--- src/rtl/core/gtd_ram.sv ---
module gtd_ram #(
  parameter int unsigned Depth = 64,
  parameter int unsigned Width = 8,
  localparam int unsigned AW = $clog2(Depth)
) (
  input  logic             clk_i,
  input  logic             we_i,
  input  logic [AW-1:0]    waddr_i,
  input  logic [Width-1:0] wdata_i,
  input  logic [AW-1:0]    raddr_i,
  output logic [Width-1:0] rdata_o
);

  logic [Width-1:0] mem [Depth];

  // one write, one registered read
  always_ff @(posedge clk_i) begin
    if (we_i) begin
      mem[waddr_i] <= wdata_i;
    end
    rdata_o <= mem[raddr_i];
  end

endmodule

--- config.mk ---
export PLATFORM = sky130hd
export DESIGN_NAME = gtd_ram
export DESIGN_NICKNAME = d
export VERILOG_FILES = /design/src/rtl/core/gtd_ram.sv
export SDC_FILE = /design/constraint.sdc
export NUM_CORES = 1
export LEC_CHECK = 0
export ABC_AREA = 1
export BUFFER_PORTS_ARGS = -buffer_cell sky130_fd_sc_hd__buf_2
export CAP_MARGIN = 10
export CORE_MARGIN = 8
export CORE_UTILIZATION = 25
export CTS_CLUSTER_DIAMETER = 40
export DETAILED_ROUTE_END_ITERATION = 16
export PLACE_DENSITY = 0.48
export SYNTH_ARGS = -nofsm -noshare
export SYNTH_HDL_FRONTEND = slang
export SYNTH_SLANG_ARGS = --single-unit
--- constraint.sdc ---
create_clock -name clk_i -period 2.7 [get_ports clk_i]
set_clock_uncertainty 0.2 [all_clocks]
set_input_delay 0.405 -clock clk_i [delete_from_list [all_inputs] [get_ports clk_i]]
set_output_delay 0.405 -clock clk_i [all_outputs]
set_load 0.02 [all_outputs]
==> results of run 1 <==
==> routing by layer <==
layer  up-vias  GRT usage, %
li1       6583             -
met1      6823         16.99
met2       432         18.63
met3        82         2.167
met4         6         3.732
met5         -             0
==> final cells by class <==
| type | instances | area (sq um) | share of cell area (%) |
|---|---|---|---|
| inverters | 12 | 52.55 | 0.2040 |
| well taps | 1144 | 1431 | 5.555 |
| repair buffers | 142 | 1300 | 5.045 |
| multi-input cells | 1160 | 4946 | 19.20 |
| flip-flops and latches | 520 | 15530 | 60.29 |
| clock inverters | 44 | 574.3 | 2.229 |
| clock buffers | 82 | 1924 | 7.469 |
| diodes | 1 | 2.502 | 0.009712 |
==> path summary, 6_finish.rpt <==
| check | start | endpoint | cells after the start |
|---|---|---|---|
| worst max register to register | mem[5][5] | rdata_o[5] | 8 |
| worst max-delay path | raddr_i[4] | rdata_o[2] | 6 |
| worst min-delay path | wdata_i[7] | mem[60][7] | 2 |
| worst min register to register | mem[20][7] | rdata_o[7] | 8 |
==> flip-flops by register name, indices dropped and copies added, names as in the netlist <==
| name | count |
|---|---|
| mem | 512 |
| rdata_o | 8 |
==> power by group <==
| group | total (W) | switching [W] | internal (W) |
|---|---|---|---|
| clock network | 0.00979 | 0.00351 | 0.00628 |
| registers | 0.00897 | 0.0000298 | 0.00894 |
| logic | 0.00112 | 0.000811 | 0.000310 |
==> metrics by stage <==
stage / power (W) / std cells / utilization [%] / setup WS, ns
6_report: 0.01989 / 3105 / 30.36 / 0.6858
5_1_grt: 0.02052 / 3104 / 30.35 / 0.6481
4_1_cts: 0.02009 / 3104 / 30.35 / 0.7351
3_5_place_dp: 0.01026 / 2975 / 27.37 / 0.1935
3_3_place_gp: 0.01026 / 2975 / 27.37 / 0.2183
2_1_floorplan: 0.009768 / 1805 / - / 0.3289
==> synthesized netlist by cell type, drive strengths merged <==
library cell,count
nand4,9
nand2,648
nand3,439
nor4,8
dfxtp,8
nor2,56
inv,12
clkbuf,15
buf,98
edfxtp,512
==> worst reg2reg max path, delay by kind of cell, from the launching register on <==
kind / cells / cell delay [ns]
simple gates: 8 / 0.98
flops: 1 / 0.36
==> kinds of logic (layout without fill, tap and decap cells) <==
logic type	count (synthesis)	in the layout	synth area share, %
and+or+nand+nor	1160	1160	23.18
other	0	1	0
buffers and inverters	125	280	4.022
DFF	520	520	72.80
==> timing repair <==
item	CTS	global route
gates resized for setup	0	0
hold buffers	3	0
buffers inserted	0	0
endpoints found under the hold margin	12	0
==> reports/metrics.cfg, run 1 <==
[status]
outcome = finished clean

[floorplan]
dieWidth_um = 308.2
fp.dieH_um = 308.2
core-area_sq_um = 84880
start_util_pct = 25.14
dieArea_sq_um = 94960
placement_rows = 107
io_pins = 30

[job]
maxCapViolCount = 0

[clock_network]
clk_path_buf_depth = 3
htree_levels = 3
path_clk_slew_ns = 0.06
cts.sinks = 520
clk_latency_ns = 0.60
root_buffer = clkbuf_16
tritoncts = built
cts_inserted_buffers = 75

[synthesis]
yosys_warnings = 0
synthesis.instances = 1805
yosysSeqAreaShare_pct = 72.80
syn_area_per_cell_sq_um = 11.82
synth.cell_area_sq_um = 21340
synth_top_area_share_pct = 72.05
yosysUniqueCellTypes = 16
synth_area_leader_cell = edfxtp_1
synth_nets = 1827
synth_area_leaders = edfxtp_1 72%, nand2_1 11%, nand3_1 10%
ys_ff_latch = 520

[placed_design]
placed_area_sq_um = 23230
io_buffers = 29
gp_congestion = 0.7967
dp_hpwl_um = 33850

[critical_path]
slowest_delay_ns = 0.55
path_cells = dlygate4sd3_1 > buf_2 > inv_1 > nand3_1 > nand3_1 > nand2_1
required_ns = 2.98
crit_buf_inv = 3
cp.arrival_ns = 2.29
cpMostUsedCell = nand3_1
crit_fanout = 16
cp_slowest_cell = inv_1
crit_path_end_kind = flop
crit_type = in2reg
startpoint_type = input port
path_delay_family = buffers and inverters
reg2reg_setup_slack_ns = 1.04

[finish]
nNetsFinal = 1933
area_delta_synth_final_pct = 20.74
layout_common_cells = 648 x nand2_1, 512 x edfxtp_1, 439 x nand3_1
final_common_cell = nand2_1
drive_above_1_share_pct = 12.81
fillers = 8621
final_cell_area_sq_um = 25770

[grt]
grt_pass1_vias = 13780
grt_usage_pct = 12.01
antenna_found_initial = 7
grt_overflow_total = 0
grt_max_degree = 132
grt_pass1_wl_um = 87070

[drt]
wl_met2_um = 25960
post_drt_wl_per_cell_um = 18.60
vias = 13930
dr.pass1.iters = 7
drc = 0
drt_iter0_drc = 1115
drt-total-wl_um = 57740
ant_nets = 0
highest_layer = met5
vias_per_cell = 4.485
wl_met3_um = 3599
met1_length_um = 26890

[timing]
slew_headroom_pct = 51.29
holdWs_ns = 0.1161
hold_viol_final = 0
min_period_ns = 2.014
period_share_pct = 74.60
worst_slew_pin_slew_ns = 0.7299
rsz0062_at_grt = no
finalSetupViolCount = 0
maxSlewViolCount = 0
clock.fmax_mhz = 496.5
fin_tns_setup_ns = 0

[power]
p_leak_nw = 9.252
power_density_nw_per_um2 = 771.9
ir_worst_vdd_mv = 0.5079

[min_path]
hp-class = in2reg

No activity file was read; power rests on OpenSTA's default activity.
==> run 2: changes to the inputs <==
Settings changed: PLACE_DENSITY 0.48 to 0.49.
Clock period 2.7 ns to 1.65 ns, I/O delays scaled along.
==> run 2 against run 1 <==
- die area stayed put
- combinational power is 91% higher
- hold slack worse by 0.038 ns
- critical path type is now reg2reg
- via count is 1.3% higher
- highest routed layer is now met4
==> reports/metrics.cfg, run 2 (same netlist as run 1, synthesis figures left out) <==
[status]
outcome = finished clean  ; unchanged

[drt]
drt_iter0_drc = 1003  ; was 1115
ant_nets = 0  ; unchanged
drt-total-wl_um = 59480  ; was 57740 um
vias = 14110  ; was 13930
vias_per_cell = 4.458  ; was 4.485
dr.pass1.iters = 5  ; was 7
drc = 0  ; unchanged
post_drt_wl_per_cell_um = 18.79  ; was 18.60 um

[grt]
top_usage_layer = met2  ; unchanged
grt_pass1_vias = 14090  ; was 13780
grt_max_degree = 65  ; was 132
grt_pass1_wl_um = 89050  ; was 87070 um
met2_usage_pct = 19.82  ; was 18.63%
met1_usage_pct = 17.04  ; was 16.99%
antenna_found_initial = 2  ; was 7
met3_usage_pct = 1.755  ; was 2.167%
grt_usage_pct = 12.28  ; was 12.01%
grt_overflow_total = 0  ; unchanged

[finish]
final_common_cell = nand2_1  ; unchanged
reg.largest.list = mem (512), rdata_o (8)  ; unchanged
top_register = mem  ; unchanged
area_delta_synth_final_pct = 26.70  ; was 20.74%
largest_reg_flops = 512  ; unchanged
layout_common_cells = 648 x nand2_1, 512 x edfxtp_1, 438 x nand3_1  ; was 648 x nand2_1, 512 x edfxtp_1, 439 x nand3_1
drive_above_1_share_pct = 18.26  ; was 12.81%
fin_cells = 3166  ; was 3105
final_cell_area_sq_um = 27040  ; was 25770 sq um
nNetsFinal = 1988  ; was 1933

[critical_path]
crit_path_start = mem[51][6]  ; was raddr_i[4]
crit_type = reg2reg  ; was in2reg
startpoint_type = flop  ; was input port
rr_startpoint = mem[51][6]  ; was mem[5][5]
cp_slowest_cell = edfxtp_1  ; was inv_1
cp.arrival_ns = 1.85  ; was 2.29 ns
slowest_delay_ns = 0.36  ; was 0.55 ns
required_ns = 1.90  ; was 2.98 ns
crit_path_end_kind = flop  ; unchanged
crit_fanout = 1  ; was 16
path_cells = nand2_1 > nand3_1 > nand3_1 > nand2_1 > nand2_1 > nand3_1 > nand3_1 > nand2_1  ; was dlygate4sd3_1 > buf_2 > inv_1 > nand3_1 > nand3_1 > nand2_1

[clock_network]
cts_setup_buffers = 0  ; unchanged
tritoncts = built  ; unchanged
clk_path_buf_depth = 3  ; unchanged
root_buffer = clkbuf_16  ; unchanged
path_clk_slew_ns = 0.06  ; about the same
cts.sinks = 520  ; unchanged
htree_levels = 3  ; unchanged
cts_inserted_buffers = 71  ; was 75
clk_latency_ns = 0.61  ; was 0.60 ns

[floorplan]
core-area_sq_um = 84880  ; unchanged
dieWidth_um = 308.2  ; unchanged
fp.dieH_um = 308.2  ; unchanged
dieArea_sq_um = 94960  ; unchanged
placement_rows = 107  ; unchanged
io_pins = 30  ; unchanged
start_util_pct = 25.14  ; unchanged

[timing]
clock.fmax_mhz = 625.5
slew_headroom_pct = 37.67  ; was 51.29%
period_share_pct = 96.90
fin_tns_setup_ns = 0  ; unchanged
min_period_ns = 1.599
hold_viol_final = 0  ; unchanged
rsz0062_at_grt = no  ; unchanged
maxSlewViolCount = 0  ; unchanged
finalSetupViolCount = 0  ; unchanged
worst_slew_pin_slew_ns = 0.9314  ; was 0.7299 ns

[placed_design]
io_buffers = 29  ; unchanged
dp_hpwl_um = 37580  ; was 33850 um
dpl.cell_count = 3027  ; was 2975
placed_area_sq_um = 24440  ; was 23230 sq um
gp_congestion = 0.8321  ; was 0.7967

[power]
p_leak_nw = 9.647  ; was 9.252 nW
finalPower_w = 0.03265  ; was 0.01989 W
power_density_nw_per_um2 = 1208  ; was 771.9 nW/um^2
ir_worst_vdd_mv = 0.6688  ; was 0.5079 mV

[job]
maxCapViolCount = 0  ; unchanged

[min_path]
hp-class = in2reg  ; unchanged
min-delay-start = raddr_i[3]  ; was wdata_i[7]

[run 2: cell types whose count changed in the layout (fill, tap and decap cells not counted), sizes merged]
cell | previous run | this run
dlygate4sd3 | 3 | 10
clkinv | 21 | 19
clkinvlp | 5 | 8
buf | 138 | 190
bufinv | 12 | 11
inv | 18 | 24
clkbuf | 83 | 79
[run 2: metrics by stage]
step                      hold WS, ns  setup WS [ns]  util, %
final                         0.07801        0.05118    31.85
after global routing           0.1103       0.004959    31.85
after CTS                     0.04116       0.001188    31.84
after detailed placement       0.4676        -0.4920    28.79
after global placement         0.4720        -0.4804    28.79
after floorplan                0.1464        -0.3509        -
[run 2: path summary, 6_finish.rpt]
check	slack, ns	cells past startpoint	endpoint
setup reg to reg	0.05	8	rdata_o[6]
hold / removal	0.08	6	rdata_o[0]
hold reg to reg	0.61	8	rdata_o[1]
setup / recovery	0.05	8	rdata_o[6]
[run 2: critical path: cells and delay by family, from the launching register on]
| family | cells | cell delay [ns] |
|---|---|---|
| flops | 1 | 0.36 |
| simple gates | 8 | 0.89 |
[run 2: power breakdown]
part | total, W | internal [W] | switching, W
Combinational | 0.00214 | 0.000694 | 0.00144
Sequential | 0.0147 | 0.0146 | 0.0000431
Clock | 0.0158 | 0.00989 | 0.00596
[run 2: cell type report]
| type | count | area, sq um |
|---|---|---|
| clock inverter | 50 | 638.1 |
| antenna | 1 | 2.502 |
| timing repair buffer | 201 | 2283 |
| multi-input combinational | 1160 | 5234 |
| tap | 1144 | 1431 |
| sequential | 520 | 15540 |
| inverter | 12 | 71.32 |
| fill | 8455 | 57840 |
| clock buffer | 78 | 1834 |
[run 2: repair_timing]
item	in CTS	in global routing
endpoints found under the hold margin	320	0
resized for setup	8	2
setup endpoints to repair	5	2
hold buffers	10	0
[run 2: metal layers]
layer	routed length [um]	vias up	part of all wire, %
met5	0	-	0
met4	1178	0	2.0
met3	2495	76	4.2
li1	-	6708	-
met1	28000	7008	47
met2	27800	322	47
