<file path="src/rtl/core/gtd_pkg.sv">
package gtd_pkg;

  // graph sizing
  localparam int unsigned NumV     = 64;
  localparam int unsigned VW       = 6;
  localparam int unsigned KeyW     = 2 * VW;
  localparam int unsigned KeyDepth = NumV * NumV;
  localparam int unsigned MaxEdges = 2016;
  localparam int unsigned PosW     = 11;
  localparam int unsigned SupW     = 6;
  localparam int unsigned ClsW     = 7;
  localparam int unsigned MinClass = 2;

  // input request fields
  typedef struct packed {
    logic [VW-1:0] vertex_a;
    logic [VW-1:0] vertex_b;
    logic          last_edge;
  } in_req_t;

  // result fields
  typedef struct packed {
    logic [ClsW-1:0] max_truss_number;
    logic [PosW-1:0] edges_in_top_class;
    logic [PosW-1:0] edge_count;
  } res_t;

  // adjacency row store access
  typedef struct packed {
    logic            we;
    logic [VW-1:0]   waddr;
    logic [NumV-1:0] wdata;
    logic [VW-1:0]   raddr_a;
    logic [VW-1:0]   raddr_b;
  } adj_req_t;

  // truss class record
  typedef struct packed {
    logic            valid;
    logic            clear;
    logic [ClsW-1:0] cls;
  } cls_rec_t;

  // sequencer states
  typedef enum logic [5:0] {
    ST_CLR, ST_IDLE,
    ST_IN_RD, ST_IN_CHK, ST_IN_WA, ST_IN_WB, ST_IN_SCAN, ST_IN_IA, ST_IN_IB, ST_IN_SAVE,
    ST_BCLR, ST_S1_RD, ST_S1_CK, ST_S1_WR, ST_PF_RD, ST_PF_WR,
    ST_S2_RD, ST_S2_CK, ST_S2_WR, ST_SH_RD, ST_SH_WR, ST_SH_Z,
    ST_PL_RD, ST_PL_KEY, ST_PL_SUP, ST_PL_SCAN,
    ST_LO_RD, ST_LO_S, ST_LO_PH, ST_LO_SW, ST_LO_SW2, ST_LO_NEXT,
    ST_PL_DA, ST_PL_DB, ST_OUT
  } state_e;

  // edge key: lower vertex in the upper bits
  function automatic logic [KeyW-1:0] edge_key(logic [VW-1:0] x, logic [VW-1:0] y);
    edge_key = (x < y) ? {x, y} : {y, x};
  endfunction

  // single bit of an adjacency row
  function automatic logic [NumV-1:0] row_bit(logic [VW-1:0] x);
    row_bit = NumV'(1) << x;
  endfunction

endpackage

</file>
<file path="src/rtl/core/gtd_class_trk.sv">
module gtd_class_trk (
  input  logic                       clk_i,
  input  logic                       rst_ni,
  input  gtd_pkg::cls_rec_t          rec_i,
  output logic [gtd_pkg::ClsW-1:0]   peak_o,
  output logic [gtd_pkg::PosW-1:0]   count_o
);

  logic [gtd_pkg::ClsW-1:0] cls;
  logic [gtd_pkg::ClsW-1:0] peak_q;
  logic [gtd_pkg::PosW-1:0] count_q;

  // classes saturate at the vertex count
  assign cls = (rec_i.cls > gtd_pkg::ClsW'(gtd_pkg::NumV)) ?
               gtd_pkg::ClsW'(gtd_pkg::NumV) : rec_i.cls;

  // running top class and its population
  always_ff @(posedge clk_i or negedge rst_ni) begin
    if (!rst_ni) begin
      peak_q  <= '0;
      count_q <= '0;
    end else if (rec_i.clear) begin
      peak_q  <= '0;
      count_q <= '0;
    end else if (rec_i.valid) begin
      if (cls > peak_q) begin
        peak_q  <= cls;
        count_q <= gtd_pkg::PosW'(1);
      end else if (cls == peak_q) begin
        count_q <= count_q + gtd_pkg::PosW'(1);
      end
    end
  end

  assign peak_o  = peak_q;
  assign count_o = count_q;

endmodule

</file>
<file path="config.mk">
export PLATFORM = sky130hd
export DESIGN_NAME = gtd_class_trk
export DESIGN_NICKNAME = d
export VERILOG_FILES = /design/src/rtl/core/gtd_pkg.sv /design/src/rtl/core/gtd_class_trk.sv
export SDC_FILE = /design/constraint.sdc
export NUM_CORES = 1
export LEC_CHECK = 0
export BUFFER_PORTS_ARGS = -buffer_cell sky130_fd_sc_hd__buf_4
export CELL_PAD_IN_SITES_DETAIL_PLACEMENT = 1
export CELL_PAD_IN_SITES_GLOBAL_PLACEMENT = 2
export CORE_ASPECT_RATIO = 1.4
export CORE_MARGIN = 2
export CORE_UTILIZATION = 33
export CTS_CLUSTER_SIZE = 16
export DETAILED_ROUTE_END_ITERATION = 8
export PLACE_DENSITY_LB_ADDON = 0.1
export SLEW_MARGIN = 20
export SYNTH_ARGS = -nofsm -noshare
export SYNTH_HDL_FRONTEND = slang
export SYNTH_SLANG_ARGS = --single-unit
</file>
<file path="constraint.sdc">
create_clock -name clk_i -period 1.91 [get_ports clk_i]
set_input_delay 0.4775 -clock clk_i [delete_from_list [all_inputs] [get_ports clk_i]]
set_output_delay 0.4775 -clock clk_i [all_outputs]
set_load 0.01 [all_outputs]
</file>
==> results.yml, run 1 <==
status:
  result_of_the_run: "completed"
global_routing:
  grtUsageMet2: 0.3239
  number_of_global_route_vias_before_repair: 1315
  grt-ovfl-total: 0
  wire_length_of_the_first_global_routing_pass_um: 6334
  groute.layer.met3.usage: 0.02269
  grt_max_degree: 39
  globalRouteMet1Util: 0.2116
  grt.total_usage: 0.1770
  global_route.peak_usage_layer: "met2"
  grt_antenna_before_repair: 0
yosys:
  synth_edf_count: 0
  combinational_family_with_the_most_area_after_synthesis: "simple AND/OR/NAND/NOR gates"
  synth.cell_area_sq_um: 1350
  synthesis.area_per_instance_sq_um: 9.441
  post_synth_xor_area_fraction: 0.006487
  post_synth_num_cell_types: 47
  fraction_of_synthesized_area_in_multiplexers: 0.05931
  synth-async-reset-ratio: 1.000
  synth-adder-area-share: 0.07414
  flip_flop_and_latch_count_after_synthesis: 18
  synth.yosys.seq_area_share: 0.3336
  synth-main-ff-cell: "sky130_fd_sc_hd__dfrtp_1"
  synth_simple_gate_area_frac: 0.3068
  netlist_instances: 143
  synth.net_count: 162
  synth_compound_area_frac: 0.1789
  yosys_synthesis_warning_count: 0
layout:
  final_layout_size_suffix_gt1_frac: 0.3892
  insertedDiodeCount: 0
  mostFrequentLayoutCells: "sky130_fd_sc_hd__buf_4, sky130_fd_sc_hd__nand2b_1, sky130_fd_sc_hd__dfrtp_1"
  mostFrequentLayoutCell: "sky130_fd_sc_hd__buf_4"
  layout.filler_cells: 449
  layout-area-overhead-vs-synth_pct: 39.11
  finish.utilization: 0.4792
  fin_nets: 205
  seqCellArea_sq_um: 450.4
  multi_input_comb_area_sq_um: 945.9
clocking:
  cts_root_buffer: "sky130_fd_sc_hd__clkbuf_8"
  cts_tree: "done"
  clk_transition_reported_paths_ns: 0.08
  insertion_delay_ns: 0.26
  cts_max_level: 1
  cts.sink_count: 18
  buffer_levels_on_the_longest_clock_path: 2
  cts_buffers: 3
timing:
  final-setup-viol-count: 0
  timing_hold_violations_final: 0
  fin_crit_ns: 1.861
  layout_worst_path_cycle_share: 0.9744
  max-slew-margin-rel: 0.7569
  max_clock_freq_mhz: 537.3
  unrepaired_setup_endpoints_after_global_routing: "true"
  clock_skew_ns: 0.002415
  final-max-slew-violation-count: 0
  worst_tran_pin_value_ns: 0.3619
  hold-worst-slack_ns: 0.08387
worst_hold_path:
  worst_hold_path_type: "in2async"
pwr:
  share_seq_of_total_power: 0.380
  power.ir.vdd_worst_uv: 316.1
  share_comb_of_total_power: 0.310
  p_int_mw: 0.7349
  switching_share: 0.3052
  power.density_cell_area_nw_per_um2: 563.2
  total_leakage_power_nw: 0.7842
  switching_power_mw: 0.3228
  clkPwrFrac: 0.310
critical_path:
  timing.critical_path.from: "rec_i[1]"
  setup.worst_path.end: "peak_o[4]"
  worst-endpoint-required_ns: 2.09
  worst-path-max-fanout: 7
  reg2reg_depth: 8
  reg2reg_setup_slack_ns: 0.07
  path_class: "in2reg"
  worstPathArrival_ns: 2.04
  timing.critical_path.from_type: "input port"
  r2r_startpoint: "peak_o[3]"
  critical_path.endpoint_type: "flop"
  worstReg2RegEnd: "peak_o[4]"
route:
  number_of_drc_markers_in_iteration_0: 29
  final_antenna_net_count: 0
  vias: 1266
  wl_um: 3908
  drcViolationCount: 0
  post_drt_via_cell_ratio: 5.553
  first_pass_iters: 4
  route.detailed.wl_per_inst_um: 17.14
floorplan:
  floorplan.rows: 27
  core_region_area_sq_um: 3919
  die_area_sq_um: 4626
  num_io_pins: 29
  die_y_um: 79.68
  die_w_um: 58.06
  initial_utilization: 0.3445
placed_design:
  gp_congestion: 0.7949
  place_hpwl_um: 2784
  buffer_ports.inserted: 28
run:
  cap_violations: 0
what timing repair did:
| item | in CTS | in global routing |
|---|---|---|
| pin swaps | 1 | 6 |
| gates resized for setup | 3 | 13 |
| setup buffers | 0 | 1 |
| setup endpoints to repair | 7 | 14 |
| hold buffers | 0 | 0 |
| hold endpoints to repair | 0 | 0 |
layer usage:
layer,share of wire,wire [um]
met1,0.41,1615
met4,0.0087,34
met5,0,0
met2,0.55,2150
met3,0.028,108
power groups by stage:
stage,Sequential (mW),Clock (mW),Combinational (mW)
after floorplan,0.416,0,0.150
after global placement,0.409,0,0.280
after detailed placement,0.410,0,0.289
after CTS,0.402,0.340,0.301
after global routing,0.404,0.360,0.355
final,0.402,0.328,0.328
through the flow:
stage	power, mW	instances	setup WS, ns	setup TNS, ns	cell area (sq um)
after global placement	0.6889	223	-0.2613	-3.162	1710
after detailed placement	0.6987	223	-0.3264	-4.298	1710
after global routing	1.119	228	-0.02176	-0.04304	1878
after CTS	1.043	227	-0.01471	-0.01471	1787
final	1.058	228	0.04893	0	1878
after floorplan	0.5662	143	0.06129	0	1350
flip-flops by register name, summed over array words and instances (netlist names):
signal   flops
peak_o       7
count_o     11
cell families (layout without fill, tap and decap cells):
family | count (synthesis) | in the layout
and+or+nand+nor | 64 | 64
AOI/OAI and AO/OA | 30 | 30
DFF | 18 | 18
buffers and inverters | 14 | 56
adders and majority gates | 8 | 8
muxes | 8 | 8
xor gates and xnor gates | 1 | 1
area by class of cell:
type                    count  share of cell area
clock buffers               4             0.02931
inverters                   9             0.01799
multi-input cells         111              0.5037
flip-flops and latches     18              0.2398
well taps                  43             0.02865
repair buffers             43              0.1805
cells in the mapped netlist, types with 2 or more instances:
master / instances / area [sq um]
sky130_fd_sc_hd__a21oi_1: 4 / 20.02
sky130_fd_sc_hd__a31oi_1: 2 / 12.51
sky130_fd_sc_hd__and3_1: 2 / 12.51
sky130_fd_sc_hd__buf_2: 2 / 10.01
sky130_fd_sc_hd__clkbuf_1: 3 / 11.26
sky130_fd_sc_hd__dfrtp_1: 18 / 450.4
sky130_fd_sc_hd__ha_1: 8 / 100.1
sky130_fd_sc_hd__inv_1: 9 / 33.78
sky130_fd_sc_hd__mux2i_1: 8 / 80.08
sky130_fd_sc_hd__nand2_1: 4 / 15.01
sky130_fd_sc_hd__nand2b_1: 19 / 118.9
sky130_fd_sc_hd__nand3_1: 5 / 25.02
sky130_fd_sc_hd__nand4_1: 4 / 25.02
sky130_fd_sc_hd__nor2_1: 5 / 18.77
sky130_fd_sc_hd__nor2b_1: 7 / 43.79
sky130_fd_sc_hd__nor3_1: 2 / 10.01
sky130_fd_sc_hd__nor3b_1: 4 / 30.03
sky130_fd_sc_hd__nor4_1: 2 / 12.51
sky130_fd_sc_hd__o21ai_0: 3 / 15.01
sky130_fd_sc_hd__o31ai_1: 3 / 22.52
sky130_fd_sc_hd__o32ai_1: 3 / 26.28
critical path: stages:
cell and delay [ns]:
sky130_fd_sc_hd__buf_4 0.11, sky130_fd_sc_hd__nor2b_2 0.16, sky130_fd_sc_hd__ha_1 0.31, sky130_fd_sc_hd__and3b_2 0.24, sky130_fd_sc_hd__o21ai_4 0.07, sky130_fd_sc_hd__buf_4 0.14, sky130_fd_sc_hd__a21oi_4 0.17, sky130_fd_sc_hd__buf_12 0.16
sky130_fd_sc_hd__mux2i_1 0.20
how the worst min path moves through the flow:
stage           start          to  depth (start not counted)
2_1_floorplan  rst_ni  count_o[0]                          0
3_3_place_gp   rst_ni   peak_o[3]                          1
3_5_place_dp   rst_ni   peak_o[3]                          1
4_1_cts        rst_ni   peak_o[6]                          1
5_1_grt        rst_ni   peak_o[6]                          1
6_report       rst_ni   peak_o[6]                          1
(Power assumes the default switching activity.)
==> run 2, diff against run 1 <==
--- a/config.mk
+++ b/config.mk
@@ -10,7 +10,7 @@
 export CELL_PAD_IN_SITES_GLOBAL_PLACEMENT = 2
 export CORE_ASPECT_RATIO = 1.4
 export CORE_MARGIN = 2
-export CORE_UTILIZATION = 33
+export CORE_UTILIZATION = 30
 export CTS_CLUSTER_SIZE = 16
 export DETAILED_ROUTE_END_ITERATION = 8
 export PLACE_DENSITY_LB_ADDON = 0.1
==> run 2 against run 1 <==
Clock skew shrank 0.00088 ns. Non-clock buffer count shrank 4. Fmax grew 2.7%. Clock-buffer cell count is the same. Final area shrank 4.4%. Sequential share of layout area grew 1.1 points.
==> results.yml, run 2 (synthesis gave the netlist of run 1 again) <==
floorplan:
  floorplan.rows: 28
  initial_utilization: 0.3159
  core_region_area_sq_um: 4274
  die_w_um: 60.70
  num_io_pins: 29
  die_area_sq_um: 5060
  die_y_um: 83.38
timing:
  max_clock_freq_mhz: 551.7
  final-max-slew-violation-count: 0
  clock_skew_ns: 0.001534
  timing_hold_violations_final: 0
  fin_crit_ns: 1.813
  final-setup-viol-count: 0
  layout_worst_path_cycle_share: 0.9490
  totalNegativeSetupSlack_ns: 0
  max-slew-margin-rel: 0.7678
  unrepaired_setup_endpoints_after_global_routing: "true"
  worst_tran_pin_value_ns: 0.3457
critical_path:
  worst-endpoint-required_ns: 2.07
  worstReg2RegEnd: "count_o[9]"
  crit_chain: "buf_4, nor2b_1, ha_1, a21o_1, o21ai_2, a21boi_2, o41ai_2"
  worst-path-max-fanout: 8
  reg2reg_depth: 6
  critical_path.endpoint_type: "flop"
  worstPathArrival_ns: 1.98
  path_class: "in2reg"
  path_delay_family: "compound AO/OA/AOI/OAI gates"
  timing.critical_path.from_type: "input port"
  critPathMaxStageDelay_ns: 0.29
  critical_path.slowest_cell: "sky130_fd_sc_hd__ha_1"
  reg2reg_setup_slack_ns: 0.15
  r2r_startpoint: "peak_o[6]"
  total_buffers_and_inverters_traversed_by_the_critical_path: 1
placed_design:
  gp_congestion: 0.7866
  buffer_ports.inserted: 28
  place_hpwl_um: 2747
clocking:
  cts_tree: "done"
  clk_transition_reported_paths_ns: 0.08
  insertion_delay_ns: 0.26
  cts_root_buffer: "sky130_fd_sc_hd__clkbuf_8"
  cts.sink_count: 18
  cts_max_level: 1
  buffer_levels_on_the_longest_clock_path: 2
  post-cts-setup-buffer-count: 0
  cts_buffers: 3
route:
  number_of_drc_markers_in_iteration_0: 28
  drcViolationCount: 0
  post_drt_via_cell_ratio: 5.112
  route.detailed.wl_per_inst_um: 15.17
  vias: 1232
  final_antenna_net_count: 0
  wl_um: 3656
  first_pass_iters: 4
layout:
  layout.filler_cells: 517
  mostFrequentLayoutCells: "sky130_fd_sc_hd__buf_4, sky130_fd_sc_hd__nand2b_1, sky130_fd_sc_hd__dfrtp_1"
  largest_register_ff_count: 11
  mostFrequentLayoutCell: "sky130_fd_sc_hd__buf_4"
  layout-area-overhead-vs-synth_pct: 32.99
  fin_nets: 201
  insertedDiodeCount: 0
  final_layout_size_suffix_gt1_frac: 0.3315
  finish.utilization: 0.4201
pwr:
  power.density_cell_area_nw_per_um2: 564.5
  total_leakage_power_nw: 0.7543
  power.ir.vdd_worst_uv: 237.8
  post-layout-total-power_mw: 1.014
run:
  cap_violations: 0
global_routing:
  grt_max_degree: 39
  grt_antenna_before_repair: 0
  wire_length_of_the_first_global_routing_pass_um: 6154
  grt.total_usage: 0.1575
  grt-ovfl-total: 0
  number_of_global_route_vias_before_repair: 1311
status:
  result_of_the_run: "completed"
worst_hold_path:
  worst_hold_path_type: "in2async"
run 2: metal layers:
layer / global-route usage / routed length (um)
met2: 0.2669 / 1980
met3: 0.01869 / 94
met5: 0 / 0
met1: 0.1979 / 1522
met4: 0.05534 / 58
run 2: repair_timing:
action                     in CTS  in global routing
resized for setup               1                  5
setup endpoints to repair       5                 11
hold buffers                    0                  0
pin swaps                       0                  2
run 2: layout make-up:
class / count / area (sq um) / share of cell area
inverter: 9 / 33.78 / 0.01882
timing repair buffer: 39 / 305.3 / 0.1700
sequential: 18 / 450.4 / 0.2509
clock buffer: 4 / 55.05 / 0.03066
tap: 60 / 75.07 / 0.04181
multi-input combinational: 111 / 875.8 / 0.4878
run 2: worst max path at each step:
stage,startpoint,slack (ns),depth (start not counted),to
final,rec_i[6],0.1,7,count_o[7]
after global routing,rec_i[6],-0.0008,7,count_o[9]
after CTS,rec_i[6],0.02,8,peak_o[4]
after detailed placement,rec_i[6],-0.38,7,count_o[9]
after global placement,rec_i[4],-0.27,7,count_o[9]
after floorplan,rec_i[5],0.06,6,count_o[9]
run 2: where the power goes:
group	total (mW)	switching, mW	internal [mW]
registers	0.402	0.00921	0.392
logic	0.282	0.153	0.129
clock network	0.329	0.146	0.184
run 2: stage by stage:
step	hold slack, ns	instances	setup WS (ns)	cell area (sq um)
final	0.08304	241	0.09747	1795
after global routing	0.08624	241	-0.0007547	1795
after CTS	0.08657	241	0.01906	1768
after detailed placement	0.3759	237	-0.3824	1709
after global placement	0.3687	237	-0.2676	1709
after floorplan	0.1819	143	0.06129	1350
